## config.mk

```make
export PLATFORM = sky130hd
export DESIGN_NAME = bmhq_ctrl
export DESIGN_NICKNAME = d
export VERILOG_FILES = /design/src/sv/bmhq_pkg.sv /design/src/sv/bmhq_ctrl.sv
export SDC_FILE = /design/constraint.sdc
export NUM_CORES = 1
export LEC_CHECK = 0
export BUFFER_PORTS_ARGS = -buffer_cell sky130_fd_sc_hd__buf_2
export CAP_MARGIN = 10
export CORE_AREA = 2 2 39 41
export DETAILED_ROUTE_END_ITERATION = 8
export DIE_AREA = 0 0 41 43
export SLEW_MARGIN = 40
export SYNTH_ARGS = -nofsm -noshare
export SYNTH_HDL_FRONTEND = slang
export SYNTH_SLANG_ARGS = --single-unit
```

## constraint.sdc

```tcl
create_clock -name aclk -period 4 [get_ports aclk]
set_clock_uncertainty 0.2 [all_clocks]
set_input_delay 0.6 -clock aclk [delete_from_list [all_inputs] [get_ports aclk]]
set_output_delay 0.6 -clock aclk [all_outputs]
set_load 0.005 [all_outputs]
```

## src/sv/bmhq_pkg.sv

```systemverilog
`default_nettype none
// ----------------------------------------------------------------------------
// bmhq_pkg: shared definitions for the binary min-heap queue
// Sizes, request and status codes, entry type and the command and status
// groups that join the controller and the datapath.
// ----------------------------------------------------------------------------
package bmhq_pkg;

    localparam int DEPTH  = 64;
    localparam int ADDR_W = $clog2(DEPTH);
    localparam int CNT_W  = $clog2(DEPTH + 1);
    localparam int IDX_W  = ADDR_W + 2;
    localparam int KEY_W  = 32;
    localparam int TAG_W  = 16;
    localparam int STAT_W = 2;
    localparam int OCC_W  = 7;

    localparam logic REQ_INSERT = 1'b0;
    localparam logic REQ_DELETE = 1'b1;

    localparam logic [STAT_W-1:0] STAT_OK    = 2'd0;
    localparam logic [STAT_W-1:0] STAT_FULL  = 2'd1;
    localparam logic [STAT_W-1:0] STAT_EMPTY = 2'd2;

    typedef struct packed {
        logic signed [KEY_W-1:0] key;
        logic [TAG_W-1:0]        tag;
    } entry_t;

    typedef struct packed {
        logic ins_load;
        logic del_issue;
        logic del_load;
        logic rd_parent;
        logic rd_child;
        logic up_step;
        logic dn_step;
        logic place;
        logic fail_full;
        logic fail_empty;
        logic out_load;
    } cmd_t;

    typedef struct packed {
        logic full;
        logic empty;
        logic at_root;
        logic up_swap;
        logic has_left;
        logic dn_swap;
    } stat_t;

endpackage
`default_nettype wire

```

## src/sv/bmhq_ctrl.sv

```systemverilog
`default_nettype none
// ----------------------------------------------------------------------------
// bmhq_ctrl: request sequencer for the binary min-heap queue
// Walks one request through its sift, then hands the result to the
// output register once that register is free.
// ----------------------------------------------------------------------------
module bmhq_ctrl (
    input  wire logic            aclk,
    input  wire logic            aresetn,
    input  wire logic            s_valid,
    output logic                 s_ready,
    input  wire logic            s_req_type,
    output logic                 m_valid,
    input  wire logic            m_ready,
    input  wire bmhq_pkg::stat_t stat,
    output bmhq_pkg::cmd_t       cmd
);

    localparam logic [2:0] ST_IDLE    = 3'd0;
    localparam logic [2:0] ST_UP_CHK  = 3'd1;
    localparam logic [2:0] ST_UP_CMP  = 3'd2;
    localparam logic [2:0] ST_DN_LOAD = 3'd3;
    localparam logic [2:0] ST_DN_CHK  = 3'd4;
    localparam logic [2:0] ST_DN_CMP  = 3'd5;
    localparam logic [2:0] ST_FINISH  = 3'd6;

    logic [2:0] state_reg, state_next;
    logic       m_valid_reg, m_valid_next;

    assign s_ready = state_reg == ST_IDLE;
    assign m_valid = m_valid_reg;

    always_comb begin
        cmd        = '0;
        state_next = state_reg;
        case (state_reg)
            ST_IDLE: begin
                if (s_valid) begin
                    if (s_req_type == bmhq_pkg::REQ_INSERT) begin
                        if (stat.full) begin
                            cmd.fail_full = 1'b1;
                            state_next    = ST_FINISH;
                        end else begin
                            cmd.ins_load = 1'b1;
                            state_next   = ST_UP_CHK;
                        end
                    end else begin
                        if (stat.empty) begin
                            cmd.fail_empty = 1'b1;
                            state_next     = ST_FINISH;
                        end else begin
                            cmd.del_issue = 1'b1;
                            state_next    = ST_DN_LOAD;
                        end
                    end
                end
            end
            ST_UP_CHK: begin
                if (stat.at_root) begin
                    cmd.place  = 1'b1;
                    state_next = ST_FINISH;
                end else begin
                    cmd.rd_parent = 1'b1;
                    state_next    = ST_UP_CMP;
                end
            end
            ST_UP_CMP: begin
                if (stat.up_swap) begin
                    cmd.up_step = 1'b1;
                    state_next  = ST_UP_CHK;
                end else begin
                    cmd.place  = 1'b1;
                    state_next = ST_FINISH;
                end
            end
            ST_DN_LOAD: begin
                cmd.del_load = 1'b1;
                state_next   = ST_DN_CHK;
            end
            ST_DN_CHK: begin
                if (!stat.has_left) begin
                    cmd.place  = 1'b1;
                    state_next = ST_FINISH;
                end else begin
                    cmd.rd_child = 1'b1;
                    state_next   = ST_DN_CMP;
                end
            end
            ST_DN_CMP: begin
                if (stat.dn_swap) begin
                    cmd.dn_step = 1'b1;
                    state_next  = ST_DN_CHK;
                end else begin
                    cmd.place  = 1'b1;
                    state_next = ST_FINISH;
                end
            end
            ST_FINISH: begin
                if (!m_valid_reg || m_ready) begin
                    cmd.out_load = 1'b1;
                    state_next   = ST_IDLE;
                end
            end
            default: begin
                state_next = ST_IDLE;
            end
        endcase
        if (cmd.out_load) begin
            m_valid_next = 1'b1;
        end else if (m_ready) begin
            m_valid_next = 1'b0;
        end else begin
            m_valid_next = m_valid_reg;
        end
    end

    always_ff @(posedge aclk) begin
        if (!aresetn) begin
            state_reg   <= ST_IDLE;
            m_valid_reg <= 1'b0;
        end else begin
            state_reg   <= state_next;
            m_valid_reg <= m_valid_next;
        end
    end

endmodule
`default_nettype wire

```

# After elaboration in Yosys (flattened, before gate mapping)
# Index checks and enable logic that the tools add are counted.
# totals
regBits	4
latch_bits	0
ramBits	0
romBits	0
input_bits	11
output_inout_bits	13
word_cells	55
memories	0
# op_classes
add_sub_neg	0
multipliers	0
div_mod_pow	0
magnitude_cmp	0
eq_ne	8
shift	0
n_mux	40
bitwise	0
reduce_logical	5
# op_table
op	n
two-way mux 1 bit	25
two-way mux 3 bit	7
case mux 3 bit (7 select lines)	1
two-way mux 2 bit	6
== test 3 bit, second input constant	3
== test 3 x 2 -> 1 bit, second input constant	2
inequality test 2 bit, second input constant	2
case mux 1 bit (4 select lines)	1
== test 3 x 1 -> 1 bit, second input constant	1
zero test 3 bit	1
AND reduction 2 bit	1
nonzero test 2 bit	1
zero test 1 bit	1
logical OR 1 bit	1

# Longest topological paths before layout
# depth
ltp_word	5
mapped_depth	4
mapped_depth_nobuf	3

# Least setup slack after synthesis
# OpenSTA, ideal clock, no wires.
# synth_path
path_kind	register to output
startpoint	register state_reg[1]
endpoint	output port cmd[2] in the netlist's numbering
t_arrival_ns	1.033
t_required_ns	3.200
path_slack_ns	2.167
stages_incl_launch_ff	5
n_path_buf	1
cell_sequence	dfxtp_1 buf_2 nor3_2 nand2_1 nor3b_1
# synth_lines
item	line_no	text
start: declaration	bmhq_ctrl.sv:27	logic [2:0] state_reg, state_next;
start signal: assignment	bmhq_ctrl.sv:122	state_reg <= state_next;
end: declaration	bmhq_ctrl.sv:16	output bmhq_pkg::cmd_t cmd

==> flow_summary.ini <==
[run_status]
status = completed

[pwr]
p_per_area_nw_per_um2 = 572.3
ir_drop_mv = 0.1658
leakage_nw = 0.2472

[die]
core.rowCount = 14
start_util = 0.2731
fp.dieW_um = 41
coreArea_um2 = 1384
die_y_um = 43
num_io_pins = 24
die-area_um2 = 1763

[hold_path]
hp-class = input port to flip-flop
min_from = aresetn

[clock_tree]
clk_latency_ps = 230
tritoncts = built
cts.htree.levels = 1
cts_buffer_depth = 2
ctsResizeCount = 0
cts.sinks = 4
root_buffer = clkbuf_4
numCtsBuffers = 3
clk_pin_slew_ps = 30
post_cts_buffers = 0
cts_hold_buf = 0

[worst_setup_path]
path_class = flip-flop to primary output
r2r_start = state_reg[2]
crit_start = state_reg[2]
crit_required_ps = 3200
endpoint_kind = primary output
crit_fanout = 16
startpoint_type = flip-flop
critPathArrivalTime_ps = 1480

[drt]
firstDrtPassIters = 4
drtIter0Drc = 4
wl_um = 997
via_count = 459
via_per_inst = 5.100
drcViolationCount = 0
routedWlPerCell_um = 11.08
drtAntennaViolNets = 0

[final_layout]
synthToLayoutAreaGrowth_pct = 35.76
regArea_um2 = 80.08
nFillCells = 153
fin_nets = 87
largest_register_ffs = 3
antennaDiodeCount = 0
multiInputGateArea_um2 = 271.5
drive_above_1_share = 0.3784
utilization = 0.3707

[sta]
fin_ws_ps = 1717
slew_headroom = 0.6629
fin_tns_setup_ps = 0
grt_setup_unrepaired = false
finalMaxSlewViolations = 0
fin_crit_sh = 0.5707
fmax_ghz = 0.4381
min_period_ps = 2283
worst_slew_pin_slew_ps = 505.0
finalSetupViolCount = 0
hold_viol_final = 0

[placement]
portBuffers = 23
hpwl_um = 785.1
place_ws_ps = 1880
gp_congestion = 0.6923

[grt]
first_global_vias = 390
grt_first_pass_wirelength_mm = 1.566
grt_max_degree = 17
grt_use_total = 0.1249
globalRouteOverflowTotal = 0
antenna_found_initial = 0

[flow_run]
drv_cap = 0

[yosys]
syn_avg_cell_area_um2 = 7.267
ys_ff_latch = 4
syn_inst = 52
syn_nets = 63
synth_seq_area_share = 0.2119
syn_area_um2 = 377.9
ys_warn_count = 0
ys_types = 26
-- worst max-delay path: stages, from the launching register on --
cell and delay (ps):
dfxtp_1 590, nor4bb_1 340, nor3_1 100, o31ai_1 70
buf_2 150
-- stage by stage --
| stage | power [mW] | hold WS, ps | std cells | instance area (um^2) |
|---|---|---|---|---|
| after floorplan | 0.1978 | 385.7 | 52 | 377.9 |
| after global placement | 0.2447 | 467.3 | 87 | 490.5 |
| after detailed placement | 0.2494 | 474.1 | 87 | 490.5 |
| after CTS | 0.2992 | 424.0 | 90 | 513.0 |
| after global routing | 0.3271 | 428.3 | 90 | 513.0 |
| final | 0.2936 | 426.7 | 90 | 513.0 |
-- layer usage --
layer	up-vias	part of all wire	global-route usage
met1	210	0.48	0.1677
met4	0	0	0.04000
met3	0	0.039	0.01571
met2	13	0.48	0.1969
li1	236	-	-
met5	-	0	0
-- placed cells by master, fill, tap and decap left out, drive strengths merged, types with 3 or more instances in the layout --
cell type | Yosys | layout
buf | 4 | 23
clkbuf | 0 | 3
dfxtp | 4 | 4
nand2 | 5 | 5
nand2b | 3 | 3
nor2 | 4 | 4
nor3 | 6 | 6
nor3b | 4 | 4
-- Yosys cell counts, drive strengths merged --
cell,instances,area [um^2]
nor3,6,35.03
nand2,5,18.77
buf,4,22.52
dfxtp,4,80.08
nor2,4,15.01
nor3b,4,30.03
nand2b,3,18.77
a21oi,2,10.01
a31oi,2,12.51
nor2b,2,12.51
nor4b,2,17.52
o21ai,2,10.01
and3,1,6.260
and3b,1,8.760
and4b,1,10.01
inv,1,3.750
mux2,1,11.26
nor4bb,1,10.01
o211ai,1,7.510
o21a,1,7.510
o31ai,1,7.510
or3,1,6.260
or3b,1,8.760
or4,1,7.510
-- where the power goes --
group	total (mW)	internal (mW)	switching (mW)	leakage, nW
clock network	0.0471	0.0334	0.0137	0.0138
registers	0.105	0.0549	0.0502	0.0329
logic	0.141	0.0786	0.0629	0.200
-- cell families after synthesis --
family | after synthesis | synth area share
flip-flops | 4 | 0.2119
buffers and inverters | 5 | 0.06952
multiplexers | 1 | 0.02980
AO/OA/AOI/OAI | 9 | 0.1457
AND/OR/NAND/NOR | 33 | 0.5431
-- layout make-up --
| class | instances | share of cell area |
|---|---|---|
| multi-input combinational | 43 | 0.5293 |
| tap | 16 | 0.03902 |
| sequential | 4 | 0.1561 |
| inverter | 1 | 0.007317 |
| timing repair buffer | 23 | 0.2244 |
| clock buffer | 3 | 0.04390 |
-- path summary, 6_finish.rpt --
path,to,slack (ps),cells past startpoint
worst min register to register,m_valid,480,2
worst max-delay path,cmd[3],1720,4
worst max register to register,state_reg[1],2380,3
worst min-delay path,m_valid,430,2
No activity file was read; power rests on OpenSTA's default activity.
